--- src/rtl/mdt_pkg.sv ---
`timescale 1ns / 1ps
`default_nettype none

package mdt_pkg;

    // event codes; code 7 is unused and changes nothing
    localparam logic [2:0] OP_TICK   = 3'd0;
    localparam logic [2:0] OP_OPEN   = 3'd1;
    localparam logic [2:0] OP_CLOSE  = 3'd2;
    localparam logic [2:0] OP_SET    = 3'd3;
    localparam logic [2:0] OP_START  = 3'd4;
    localparam logic [2:0] OP_STOP   = 3'd5;
    localparam logic [2:0] OP_CLEAR  = 3'd6;
    localparam logic [2:0] OP_UNUSED = 3'd7;

    localparam int ADD_TIME = 30;

    typedef enum logic [2:0] {
        MODE_CLOSED_EMPTY = 3'd0,
        MODE_OPEN_TIMED   = 3'd1,
        MODE_OPEN_EMPTY   = 3'd2,
        MODE_CLOSED_IDLE  = 3'd3,
        MODE_HEATING      = 3'd4
    } t_mode;

    typedef struct packed {
        logic [2:0]  op;
        logic [15:0] time_value;
    } t_in_word;

    typedef struct packed {
        logic [2:0]  mode_code;
        logic        magnetron_on;
        logic        door_is_open;
        logic [15:0] time_shown;
    } t_out_word;

endpackage

`default_nettype wire

--- src/rtl/microwave_door_timer_controller.sv ---
`timescale 1ns / 1ps
`default_nettype none

// channel   direction  handshake           word
// input     in         i_valid / o_stall   i_data  (op, time_value)
// result    out        o_valid / i_stall   o_data  (mode, flags, time_shown)
//
// One word per cycle sustained while the result is not stalled; each event's
// result is formed by the next-state logic from the input register and is
// registered into the result register.
// Reset is synchronous, active low, and returns to closed with no time.
// A stalled result holds; one more word is taken into the input register
// meanwhile, then o_stall rises until the result is taken.

module microwave_door_timer_controller #(
    parameter int TIME_WIDTH = 16
) (
    input  wire                i_clk,
    input  wire                i_rst_n,
    input  wire                i_valid,
    output logic               o_stall,
    input  wire mdt_pkg::t_in_word i_data,
    output logic               o_valid,
    input  wire                i_stall,
    output mdt_pkg::t_out_word o_data
);
    import mdt_pkg::*;

    logic      r_in_valid;
    t_in_word  r_in_word;
    logic      r_out_valid;
    t_out_word r_out_word;
    t_out_word w_result;
    logic      w_adv;
    logic      w_fire;

    assign w_adv   = !r_out_valid || !i_stall;
    assign w_fire  = r_in_valid && w_adv;
    assign o_stall = r_in_valid && !w_adv;
    assign o_valid = r_out_valid;
    assign o_data  = r_out_word;

    mdt_core #(
        .TIME_WIDTH(TIME_WIDTH)
    ) u_core (
        .i_clk   (i_clk),
        .i_rst_n (i_rst_n),
        .i_fire  (w_fire),
        .i_word  (r_in_word),
        .o_result(w_result)
    );

    always_ff @(posedge i_clk) begin
        if (!i_rst_n) begin
            r_in_valid <= 1'b0;
        end else if (!o_stall) begin
            r_in_valid <= i_valid;
        end
        if (!o_stall && i_valid) begin
            r_in_word <= i_data;
        end
    end

    always_ff @(posedge i_clk) begin
        if (!i_rst_n) begin
            r_out_valid <= 1'b0;
        end else if (w_adv) begin
            r_out_valid <= r_in_valid;
        end
        if (w_fire) begin
            r_out_word <= w_result;
        end
    end

    a_magnetron: assert property (@(posedge i_clk) disable iff (!i_rst_n)
        o_valid |-> o_data.magnetron_on == (o_data.mode_code == MODE_HEATING))
        else $error("magnetron flag does not match mode");

    a_no_time_hidden: assert property (@(posedge i_clk) disable iff (!i_rst_n)
        o_valid && (o_data.mode_code == MODE_CLOSED_EMPTY
                    || o_data.mode_code == MODE_OPEN_EMPTY)
        |-> o_data.time_shown == 16'd0)
        else $error("time shown in a no-time mode");

    a_door_heat: assert property (@(posedge i_clk) disable iff (!i_rst_n)
        o_valid |-> !(o_data.door_is_open && o_data.magnetron_on))
        else $error("heating with door open");

    a_pending_word: assert property (@(posedge i_clk) disable iff (!i_rst_n)
        o_stall |=> r_in_valid)
        else $error("held word lost");

endmodule

`default_nettype wire

--- src/rtl/mdt_core.sv ---
`timescale 1ns / 1ps
`default_nettype none

module mdt_core #(
    parameter int TIME_WIDTH = 16
) (
    input  wire                i_clk,
    input  wire                i_rst_n,
    input  wire                i_fire,
    input  wire mdt_pkg::t_in_word i_word,
    output mdt_pkg::t_out_word o_result
);
    import mdt_pkg::*;

    t_mode                 r_mode;
    t_mode                 n_mode;
    logic [TIME_WIDTH-1:0] r_rem;
    logic [TIME_WIDTH-1:0] n_rem;
    logic [TIME_WIDTH:0]   w_sum;
    logic [31:0]           w_tv32;
    logic [31:0]           w_rem32;
    logic                  w_shown;

    always_comb begin
        n_mode = r_mode;
        n_rem  = r_rem;
        w_sum  = {1'b0, r_rem} + (TIME_WIDTH+1)'(ADD_TIME);
        w_tv32 = {16'd0, i_word.time_value};
        case (i_word.op)
            OP_TICK: begin
                if (r_mode == MODE_HEATING) begin
                    if (r_rem != '0) n_rem = r_rem - 1'b1;
                    if (r_rem <= TIME_WIDTH'(1)) n_mode = MODE_CLOSED_IDLE;
                end
            end
            OP_OPEN: begin
                if (r_mode == MODE_CLOSED_EMPTY) begin
                    n_mode = MODE_OPEN_EMPTY;
                end else if (r_mode == MODE_CLOSED_IDLE || r_mode == MODE_HEATING) begin
                    n_mode = MODE_OPEN_TIMED;
                end
            end
            OP_CLOSE: begin
                if (r_mode == MODE_OPEN_EMPTY) begin
                    n_mode = MODE_CLOSED_EMPTY;
                end else if (r_mode == MODE_OPEN_TIMED) begin
                    n_mode = MODE_CLOSED_IDLE;
                end
            end
            OP_SET: begin
                if (r_mode == MODE_OPEN_EMPTY || r_mode == MODE_OPEN_TIMED) begin
                    n_mode = MODE_OPEN_TIMED;
                    n_rem  = w_tv32[TIME_WIDTH-1:0];
                end else if (r_mode == MODE_CLOSED_EMPTY || r_mode == MODE_CLOSED_IDLE) begin
                    n_mode = MODE_CLOSED_IDLE;
                    n_rem  = w_tv32[TIME_WIDTH-1:0];
                end
            end
            OP_START: begin
                if (r_mode == MODE_CLOSED_EMPTY) begin
                    n_mode = MODE_HEATING;
                    n_rem  = TIME_WIDTH'(ADD_TIME);
                end else if (r_mode == MODE_CLOSED_IDLE) begin
                    n_mode = MODE_HEATING;
                end else if (r_mode == MODE_HEATING) begin
                    // saturate on carry out
                    n_rem = w_sum[TIME_WIDTH] ? '1 : w_sum[TIME_WIDTH-1:0];
                end
            end
            OP_STOP: begin
                if (r_mode == MODE_OPEN_TIMED) begin
                    n_mode = MODE_OPEN_EMPTY;
                end else if (r_mode == MODE_CLOSED_IDLE) begin
                    n_mode = MODE_CLOSED_EMPTY;
                end else if (r_mode == MODE_HEATING) begin
                    n_mode = MODE_CLOSED_IDLE;
                end
            end
            OP_CLEAR: begin
                n_mode = MODE_CLOSED_EMPTY;
                n_rem  = '0;
            end
            default: begin
            end
        endcase
    end

    always_comb begin
        w_rem32                   = '0;
        w_rem32[TIME_WIDTH-1:0]   = n_rem;
        w_shown = (n_mode == MODE_OPEN_TIMED) || (n_mode == MODE_CLOSED_IDLE)
                  || (n_mode == MODE_HEATING);
        o_result.mode_code    = n_mode;
        o_result.magnetron_on = (n_mode == MODE_HEATING);
        o_result.door_is_open = (n_mode == MODE_OPEN_TIMED) || (n_mode == MODE_OPEN_EMPTY);
        o_result.time_shown   = w_shown ? w_rem32[15:0] : 16'd0;
    end

    always_ff @(posedge i_clk) begin
        if (!i_rst_n) begin
            r_mode <= MODE_CLOSED_EMPTY;
            r_rem  <= '0;
        end else if (i_fire) begin
            r_mode <= n_mode;
            r_rem  <= n_rem;
        end
    end

    // state only moves when a word is processed
    a_state_hold: assert property (@(posedge i_clk) disable iff (!i_rst_n)
        !i_fire |=> $stable(r_rem) && $stable(r_mode))
        else $error("state changed without a word");

    // quick start from empty loads the default time and heats
    a_start_loads: assert property (@(posedge i_clk) disable iff (!i_rst_n)
        i_fire && i_word.op == OP_START && r_mode == MODE_CLOSED_EMPTY
        |=> r_mode == MODE_HEATING && r_rem == TIME_WIDTH'(ADD_TIME))
        else $error("start from empty did not load default time");

    a_mode_legal: assert property (@(posedge i_clk) disable iff (!i_rst_n)
        r_mode <= MODE_HEATING)
        else $error("mode register holds an unused code");

endmodule

`default_nettype wire
--- config.mk ---
export PLATFORM = sky130hd
export DESIGN_NAME = microwave_door_timer_controller
export DESIGN_NICKNAME = d
export VERILOG_FILES = /design/src/rtl/mdt_pkg.sv /design/src/rtl/microwave_door_timer_controller.sv /design/src/rtl/mdt_core.sv
export SDC_FILE = /design/constraint.sdc
export NUM_CORES = 1
export LEC_CHECK = 0
export ABC_AREA = 1
export BUFFER_PORTS_ARGS = -buffer_cell sky130_fd_sc_hd__buf_4
export CAP_MARGIN = 20
export CORE_MARGIN = 8
export CORE_UTILIZATION = 40
export DETAILED_ROUTE_END_ITERATION = 8
export PLACE_DENSITY = 0.62
export SLEW_MARGIN = 20
export SYNTH_ARGS = -nofsm -noshare
export SYNTH_HDL_FRONTEND = slang
export SYNTH_SLANG_ARGS = --single-unit
--- constraint.sdc ---
create_clock -name i_clk -period 1.9 [get_ports i_clk]
set_input_delay 0.095 -clock i_clk [delete_from_list [all_inputs] [get_ports i_clk]]
set_output_delay 0.095 -clock i_clk [all_outputs]
set_load 0.02 [all_outputs]
# After elaboration in Yosys (flattened, before gate mapping)
# Index checks and enable logic that the tools add are counted.
# W data, S select, Z words.
word_totals:
  ff_bits: 61
  in_bits: 23
  output_inout_bits: 23
  elab_cells: 67
classes:
  add_sub_neg: 2
  order_cmp: 1
  eq_ne: 14
  muxes: 23
  reduce_logical: 17
ops:
  columns: ["op", "count"]
  rows:
  - ["$mux W16", 8]
  - ["$pmux W16 S4", 1]
  - ["$mux W3", 13]
  - ["$pmux W3 S7", 1]
  - ["$eq A3 B2 Y1 const B", 6]
  - ["$add A16 B5 Y17 const B", 1]
  - ["$le A16 B1 Y1 const B", 1]
  - ["$reduce_bool A16 Y1", 1]
  - ["$sub A16 B1 Y16 const B", 1]
  - ["$eq A3 B3 Y1 const B", 5]
  - ["$eq A3 B1 Y1 const B", 3]
  - ["$logic_or A1 B1 Y1", 7]
  - ["$logic_not A3 Y1", 2]
  - ["$logic_not A1 Y1", 4]
  - ["$logic_and A1 B1 Y1", 3]

# Depth between registers and ports, before layout
# Gate-level depths: netlist (run 1).
depth:
  ltp_word: 8
  ltp_mapped: 15
  mapped_depth_nobuf: 15

# Hierarchy
# Synthesis (run 1) repeated with hierarchy kept, for this count alone.
unflattened:
  hier_cells: 576
  hier_area_um2: 4033.9
by_module_without_submodules:
  columns: ["mod", "instances", "cells_per_inst", "area_per_inst_um2", "seq_area_each_um2"]
  rows:
  - ["mdt_core", 1, 523, 2737.6, 380.4]
  - ["microwave_door_timer_controller", 1, 53, 1296.2, 1241.2]

# Worst setup path before layout (run 1)
# No wires, ideal clock.
synth_timing:
  path_type: "flip-flop to flip-flop"
  from: "register r_out_valid (netlist: o_valid)"
  to: "register r_out_word (netlist bit o_data[0]) (enable)"
  setup_ns: 0.393
  arrival_ns: 1.697
  slack_ns: -0.190
  stages_incl_launch_ff: 6
  n_path_buf: 2
  synth_period_minus_slack_ns: 2.090
  path_cell_list: "dfxtp_1 -> nand2_1 -> inv_1 -> nor2_1 -> clkbuf_1 -> clkbuf_1"
synth_via:
  elab_chain_len: 3
synth_lines:
  columns: ["item", "line", "text"]
  rows:
  - ["start, declared", "microwave_door_timer_controller.sv:31", "logic r_out_valid;"]
  - ["start signal, assigned", "microwave_door_timer_controller.sv:68", "r_out_valid <= r_in_valid;"]
  - ["$logic_not A1 Y1", "microwave_door_timer_controller.sv:37", "assign w_adv = !r_out_valid || !i_stall;"]
  - ["$logic_or A1 B1 Y1", "microwave_door_timer_controller.sv:37", null]
  - ["$logic_and A1 B1 Y1", "microwave_door_timer_controller.sv:38", "assign w_fire = r_in_valid && w_adv;"]
  - ["via u_core.i_fire", "mdt_core.sv:9", "input wire i_fire,"]
  - ["end signal, assigned", "microwave_door_timer_controller.sv:71", "r_out_word <= w_result;"]
  - ["end, declared", "microwave_door_timer_controller.sv:32", "t_out_word r_out_word;"]
# The timed path passes the listed nets, and every way through them passes these cells.
# A chain may end at the register's enable or synchronous reset.

# Final worst setup path (run 1)
layout_timing:
  from: "register r_in_word[17] (netlist name)"
  to: "register r_out_word (netlist bit o_data[0]), data pin"
layout_via:
  elab_chain_len: 5
  word_cells_on_any_way: 14
layout_lines:
  columns: ["item", "line", "text"]
  rows:
  - ["start, declared", "microwave_door_timer_controller.sv:30", "t_in_word r_in_word;"]
  - ["start signal, assigned", "microwave_door_timer_controller.sv:60", "r_in_word <= i_data;"]
  - ["$eq A3 B3 Y1 (tied with other cells)", "mdt_core.sv:29", "case (i_word.op)"]
  - ["$pmux W3 S7", "mdt_core.sv:29", null]
  - ["$eq A3 B1 Y1 / $eq A3 B2 Y1 (equally long branches)", "mdt_core.sv:91", "w_shown = (n_mode == MODE_OPEN_TIMED) || (n_mode == MODE_CLOSED_IDLE)"]
  - ["$logic_or A1 B1 Y1", "mdt_core.sv:91", null]
  - ["$logic_or A1 B1 Y1", "mdt_core.sv:92", "|| (n_mode == MODE_HEATING);"]
# Parallel ways exist; a longest one is shown, timed or not.

==> results of run 1 <==
==> power by group <==
part	leakage, uW	total [uW]	switching (uW)	internal [uW]
combinational	0.00231	1550	862	687
sequential	0.000566	1580	66.6	1510
clock	0.0000865	1050	556	498
total	0.00296	4180	1480	2700
==> worst reg2reg max path, delay by kind of cell (launching register included) <==
family | cells | cell delay (ns)
DFF | 1 | 0.49
AOI/OAI and AO/OA | 1 | 0.24
and+or+nand+nor | 3 | 0.50
buffers and inverters | 4 | 0.62
==> path summary, 6_finish.rpt <==
kind / startpoint / end / slack, ns
max reg2reg: r_in_word[17] / o_data[0] / -0.05
min reg2reg: o_valid / o_valid / 0.52
min: i_valid / r_in_valid / 0.02
max: r_in_word[17] / o_data[0] / -0.05
==> flip-flops by register name, summed over array words and instances (netlist names) <==
register	count
o_data	21
o_valid	1
r_in_valid	1
r_in_word	19
u_core.r_mode	3
u_core.r_rem	16
==> area by class of cell <==
class	instances	area share, %
Clock buffer	11	2.17
Clock inverter	5	0.404
Inverter	62	3.79
Multi-Input combinational cell	456	39.2
Sequential cell	61	25.3
Tap cell	136	2.61
Timing Repair Buffer	206	26.5
==> cell usage after synthesis, drive strengths merged <==
library cell and count:
a21oi 29, dfxtp 21, or2 1, o21a 2, and2 3, nand2 171
o221ai 1, o211ai 11, clkinv 1, o31ai 2, clkbuf 10, ha 5
a31oi 3, buf 16, xor2 2, a21boi 2, edfxtp 40, inv 61
nor3 6, nor2 77, nand3 71, o21ai 52, nand4 17
==> cells by family (layout without fill, tap and decap cells) <==
logic type,Yosys count,after routing,synth area share [%]
simple gates,346,347,37.0
compound gates,102,102,13.4
buf+inv,88,284,8.71
flops,61,61,38.9
fa+ha+maj,5,5,1.50
xor+xnor,2,2,0.420
==> per-layer routing <==
layer / track usage [%] / vias to the layer above / routed length [um]
met5: 0 / - / 0
met4: 6.73 / 0 / 316
met1: 28.0 / 2236 / 6670
met2: 31.1 / 244 / 6500
li1: - / 2413 / -
met3: 4.46 / 30 / 1530
==> stage by stage <==
stage	TNS [ns]	util, %	hold WS, ns
2_1_floorplan	0	-	0.194
3_3_place_gp	-1.83	54.0	0.274
3_5_place_dp	-1.83	54.0	0.274
4_1_cts	-0.00780	58.9	0.0190
5_1_grt	-1.61	63.6	0.0485
6_report	-0.268	63.6	0.0174
==> timing repair <==
item / CTS / global route
endpoints found under the setup margin: 19 / 35
gates resized for setup: 43 / 92
buffers inserted: 0 / 18
hold endpoints to repair: 19 / 0
hold buffers: 19 / 0
gates cloned: 1 / 2
pin swaps: 7 / 24
==> summary.txt, run 1 <==
Run status
  • Status: finished, violations left
  • Failing checks: negative setup slack

Routing
  • Avg WL per Cell: between 15 and 20 um
  • WL final: approximately 15,000 um
  • Post-route ant nets: 0
  • Drt pass-1 iters: 6
  • Vias per inst: approximately 5.3
  • Starting DRT DRC Count: 414
  • Remaining DRCs: 0
  • Vias after detailed routing: around 5,000

Timing
  • Endpoints failing setup: 10
  • Worst Skew: 0.0154 ns
  • Final min period: 1.95 ns
  • RSZ-0062 raised after global routing: yes
  • Final worst slack: -0.0541 ns
  • Final hold violations: 0
  • Normalized max-slew margin: a little under three quarters
  • Max-slew violations: 0
  • Max Fclk: around 510 MHz
  • Tightest Pin Transition: about 0.42 ns
  • Final period utilization: 103%

Job
  • Max_cap viols: 0

Clocking
  • TritonCTS buffer count: 9
  • Clock slew at reported path FFs: 0.07 ns
  • Clock root buffer: clkbuf_8
  • CTS tree: done
  • Number of clock sinks: 61
  • Maximum clock insertion buffer count: 2
  • Skew-Pair Late Insertion Delay: ~0.35 ns
  • # H-tree levels: 3

Finish
  • Multi-input combinational cell area: about 2600 um2
  • FF/Latch Area: about 1600 um2
  • Fin cells: about 940
  • Area Overhead vs Synth: 56.1%
  • Most common cell after layout, fill and taps aside: buf_4
  • Nets: roughly 820
  • Commonest non-fill, non-tap cells in the layout: buf_4, nand2_1, nand3_1
  • Antenna Cells: 0
  • Post-Layout Inst Area: roughly 6500 um2
  • FILL cells: about 900
  • Share of layout cells above drive strength 1: approximately two fifths

Logic synthesis
  • Yosys top cell area share: approximately 29%
  • Post-Syn Nets: about 630
  • Cells after Synth: 604
  • Synth area leader: edfxtp_1
  • Leading post-synthesis cells by cell area: edfxtp_1, nand2_1, dfxtp_1
  • Count of different cell masters after synthesis: 35
  • Synthesized flop and latch total: just over 60
  • Syn Std Cell Area: approximately 4200 um2
  • Synth warn: 0
  • Post-synthesis sequential area ratio: ~39%
  • Syn avg cell area: approximately 7 um2

Place
  • Dpl ws: -0.185 ns
  • DP HPWL: around 11,000 um
  • Port Buffers: 45
  • Area of placed instances: 5530 um2
  • Placed cells: slightly below 900
  • Placer Congestion: 0.967

Global route
  • Gr usage total: between 20% and 30%
  • Vias in the first global route: between 4,000 and 5,000
  • Largest net degree at the start of global routing: 50
  • GRT overflow: 0
  • Initial antenna violation count: 0
  • First-pass GRT wire length: 23,100 um

Power and ir drop
  • Worst IR drop on VDD: about 0.00038 V
  • Total power: between 4000 and 5000 uW
  • Pleak: around 0.0030 uW
  • PD cells: between 600 and 700 nW/um2

Floorplanning
  • DIE WIDTH: approximately 120 um
  • Starting Density: approximately two fifths
  • Rows: 37
  • Die ar.: 13,900 um2
  • Die H: 118 um
  • Ports: 46
  • Core area: 10,200 um2

Hold path
  • Hold path cells: 3
  • HP Class: in2reg

Setup path
  • R2R cell count: 8
  • Most Frequent Cell on Critical Path: buf_6
  • Crit path depth: 8
  • Critical Path Fanout Max: 9
  • Crit. End Element: flip-flop
  • Family with the most delay on the worst path: buffers and inverters
  • Critical Path AT: 2.18 ns
  • Critical path class: reg2reg
  • Crit path cell chain: buf_6 -> nor3_4 -> buf_6 -> buf_12 -> nand3_2 -> a31oi_1 -> buf_4 -> and2_4
  • Worst Path Buf+Inv: 4
  • Critical-path top delay cell: edfxtp_1
  • Startpoint Class: flip-flop
  • CP Data Required Time: roughly 2.1 ns
  • Crit path largest cell delay: between 0.4 and 0.5 ns
Note: power is estimated with default switching activity, not from simulation.
==> inputs of run 2 (changes only) <==
--- a/config.mk
+++ b/config.mk
@@ -6,7 +6,7 @@
 export NUM_CORES = 1
 export LEC_CHECK = 0
 export ABC_AREA = 1
-export BUFFER_PORTS_ARGS = -buffer_cell sky130_fd_sc_hd__buf_4
+export BUFFER_PORTS_ARGS = -buffer_cell sky130_fd_sc_hd__buf_2
 export CAP_MARGIN = 20
 export CORE_MARGIN = 8
 export CORE_UTILIZATION = 40
==> run 2 against run 1 <==
  * The run still ends with negative setup slack left
  * Sequential share of layout area rose by 0.74 points
  * Register-to-register slack got worse by 0.02 ns
  * Clock power rose by 30%
  * Combinational power fell by 7%
  * Highest routed layer unchanged
  * First-iteration DRC count rose by 17%
  * Final area fell by 3.2%
  * Critical path type unchanged
  * Largest cell class unchanged
  * Critical path depth rose by 3
  * Core utilization fell by 2.0 points
==> summary.txt, run 2 (same netlist as run 1, synthesis figures left out) <==
Power and ir drop
  • Logic pwr share: 33.0% (-4.0 points)
  • PD cells: 693 nW/um2 (+7.8%)
  • Internal: 2960 uW (+9.8%)
  • Sequential Power Share: 36.0% (-1.8 points)
  • Pleak: 0.00287 uW (-3.3%)
  • Worst IR drop on VDD: 0.000405 V (+6.3%)
  • Clk pwr share: 31.1% (+5.9 points)
  • Net Sw Power: 1400 uW (-5.4%)
  • Sw Share: 32.2% (-3.3 points)

Place
  • DP HPWL: 10,300 um (-3.3%)
  • Area of placed instances: 5320 um2 (-3.8%)
  • Placer Congestion: 0.949 (-1.9%)
  • Port Buffers: 45 (unchanged)
  • Placed cells: 870 (-1.2%)

Finish
  • Area Overhead vs Synth: 51.2%
  • Post-Layout Inst Area: 6300 um2 (-3.2%)
  • Fin cells: 915 (-2.3%)
  • FF/Latch Area: 1640 um2 (-0.38%)
  • Nets: 803 (-2.5%)
  • Antenna Cells: 0 (unchanged)
  • Most common cell after layout, fill and taps aside: nand2_1
  • Multi-input combinational cell area: 2570 um2 (+0.93%)
  • Max reg flops: 21 (unchanged)
  • Commonest non-fill, non-tap cells in the layout: nand2_1, buf_4, nand3_1
  • FILL cells: 883 (-3.3%)
  • Share of layout cells above drive strength 1: 39.0% (-0.93 points)

Global route
  • Gr usage total: 19.3% (-1.2 points)
  • Largest net degree at the start of global routing: 50 (unchanged)
  • First-pass GRT wire length: 21,900 um (-5.3%)
  • GRT overflow: 0 (unchanged)
  • Initial antenna violation count: 0 (unchanged)
  • Vias in the first global route: 4,379 (-4.1%)

Routing
  • Remaining DRCs: 0 (unchanged)
  • Starting DRT DRC Count: 483 (+17%)
  • WL final: 14,100 um (-6.1%)
  • Drt pass-1 iters: 5 (-1)
  • Vias per inst: 5.18 (-1.4%)
  • Avg WL per Cell: 15.4 um (-3.8%)
  • Post-route ant nets: 0 (unchanged)
  • Vias after detailed routing: 4,740 (-3.7%)

Setup path
  • Startpoint Class: flip-flop
  • Critical path class: reg2reg
  • CP Data Required Time: 2.01 ns (-0.11 ns)
  • Crit. End Element: flip-flop
  • Critical Path Fanout Max: 7 (-2)
  • Critical Path AT: 2.08 ns (-0.10 ns)

Floorplanning
  • Starting Density: 40.7% (unchanged)
  • Die ar.: 13,900 um2 (unchanged)
  • Ports: 46 (unchanged)
  • Rows: 37 (unchanged)
  • DIE WIDTH: 118 um (unchanged)
  • Core area: 10,200 um2 (unchanged)
  • Die H: 118 um (unchanged)

Timing
  • Tightest Pin Transition: 0.410 ns (-0.00756 ns)
  • Max Fclk: 507 MHz (-0.92%)
  • Normalized max-slew margin: 72.5% (+0.51 points)
  • Final worst slack: -0.0722 ns (-0.0181 ns)
  • Final min period: 1.97 ns (+0.0181 ns)
  • Endpoints failing setup: 17 (+7)
  • Worst Skew: 0.0136 ns (-0.00184 ns)
  • Final hold violations: 0 (unchanged)
  • Max-slew violations: 0 (unchanged)
  • Final period utilization: 104% (+0.95 points)
  • RSZ-0062 raised after global routing: yes

Clocking
  • Maximum clock insertion buffer count: 2 (unchanged)
  • Clock root buffer: clkbuf_8
  • Number of clock sinks: 61 (unchanged)
  • Skew-Pair Late Insertion Delay: 0.35 ns (about the same)
  • TritonCTS buffer count: 9 (unchanged)
  • # H-tree levels: 3 (unchanged)
  • Clock slew at reported path FFs: 0.07 ns (about the same)
  • CTS tree: done

Run status
  • Failing checks: negative setup slack
  • Status: finished, violations left

Hold path
  • HP Class: in2reg

Job
  • Max_cap viols: 0 (unchanged)
[run 2: layer usage]
metal | global-route usage (%) | routed length [um] | part of all wire, %
met5 | 0 | 0 | 0
met4 | 5.36 | 271 | 1.9
met3 | 3.98 | 1030 | 7.3
met2 | 30.9 | 6470 | 46
met1 | 25.6 | 6330 | 45
[run 2: area by class of cell]
class                   count  share of cell area, %
clock inverters             3                   1.07
clock buffers              12                   2.62
flip-flops and latches     61                   26.1
multi-input cells         455                   40.9
well taps                 136                   2.70
inverters                  62                   3.99
repair buffers            186                   22.7
[run 2: repair_timing]
action / in CTS / in global routing
gates resized for setup: 44 / 100
pin swaps: 7 / 34
gates cloned: 0 / 1
setup buffers: 3 / 7
hold endpoints to repair: 19 / 0
hold buffers: 19 / 0
setup endpoints to repair: 18 / 34
[run 2: power groups by stage]
stage / Clock (uW) / Sequential, uW / Combinational (uW)
final: 1360 / 1570 / 1440
after floorplan: 0 / 1620 / 626
after CTS: 1380 / 1560 / 1270
after global routing: 1430 / 1580 / 1560
after global placement: 0 / 1590 / 1150
after detailed placement: 0 / 1590 / 1170
[run 2: through the flow]
step	worst slack [ns]	hold slack (ns)	setup TNS (ns)	power [uW]	utilization (%)
after detailed placement	-0.210	0.273	-1.45	2750	52.0
after global placement	-0.279	0.271	-1.24	2740	52.0
after CTS	-0.00815	0.0235	-0.0157	4210	57.9
after floorplan	0.00352	0.194	0	2240	-
after global routing	-0.162	0.0345	-2.28	4570	61.6
final	-0.0722	0.0320	-0.528	4370	61.6
[run 2: worst max-delay path, stage by stage, from the launching register on]
cell     delay [ns]
dfxtp_2        0.33
buf_6          0.12
nor2_4         0.18
nand2_4        0.13
buf_4          0.16
o21ai_2        0.13
nand2_1        0.11
nand2_2        0.14
nand2_4        0.06
nand3_4        0.12
nand2_4        0.10
and2_1         0.16
[run 2: worst paths after layout]
kind,end,slack (ns),start,cells after the start
max,o_data[8],-0.07,u_core.r_mode[1],11
max reg2reg,o_data[8],-0.07,u_core.r_mode[1],11
min,r_in_valid,0.03,i_valid,3
min reg2reg,o_valid,0.53,o_valid,2
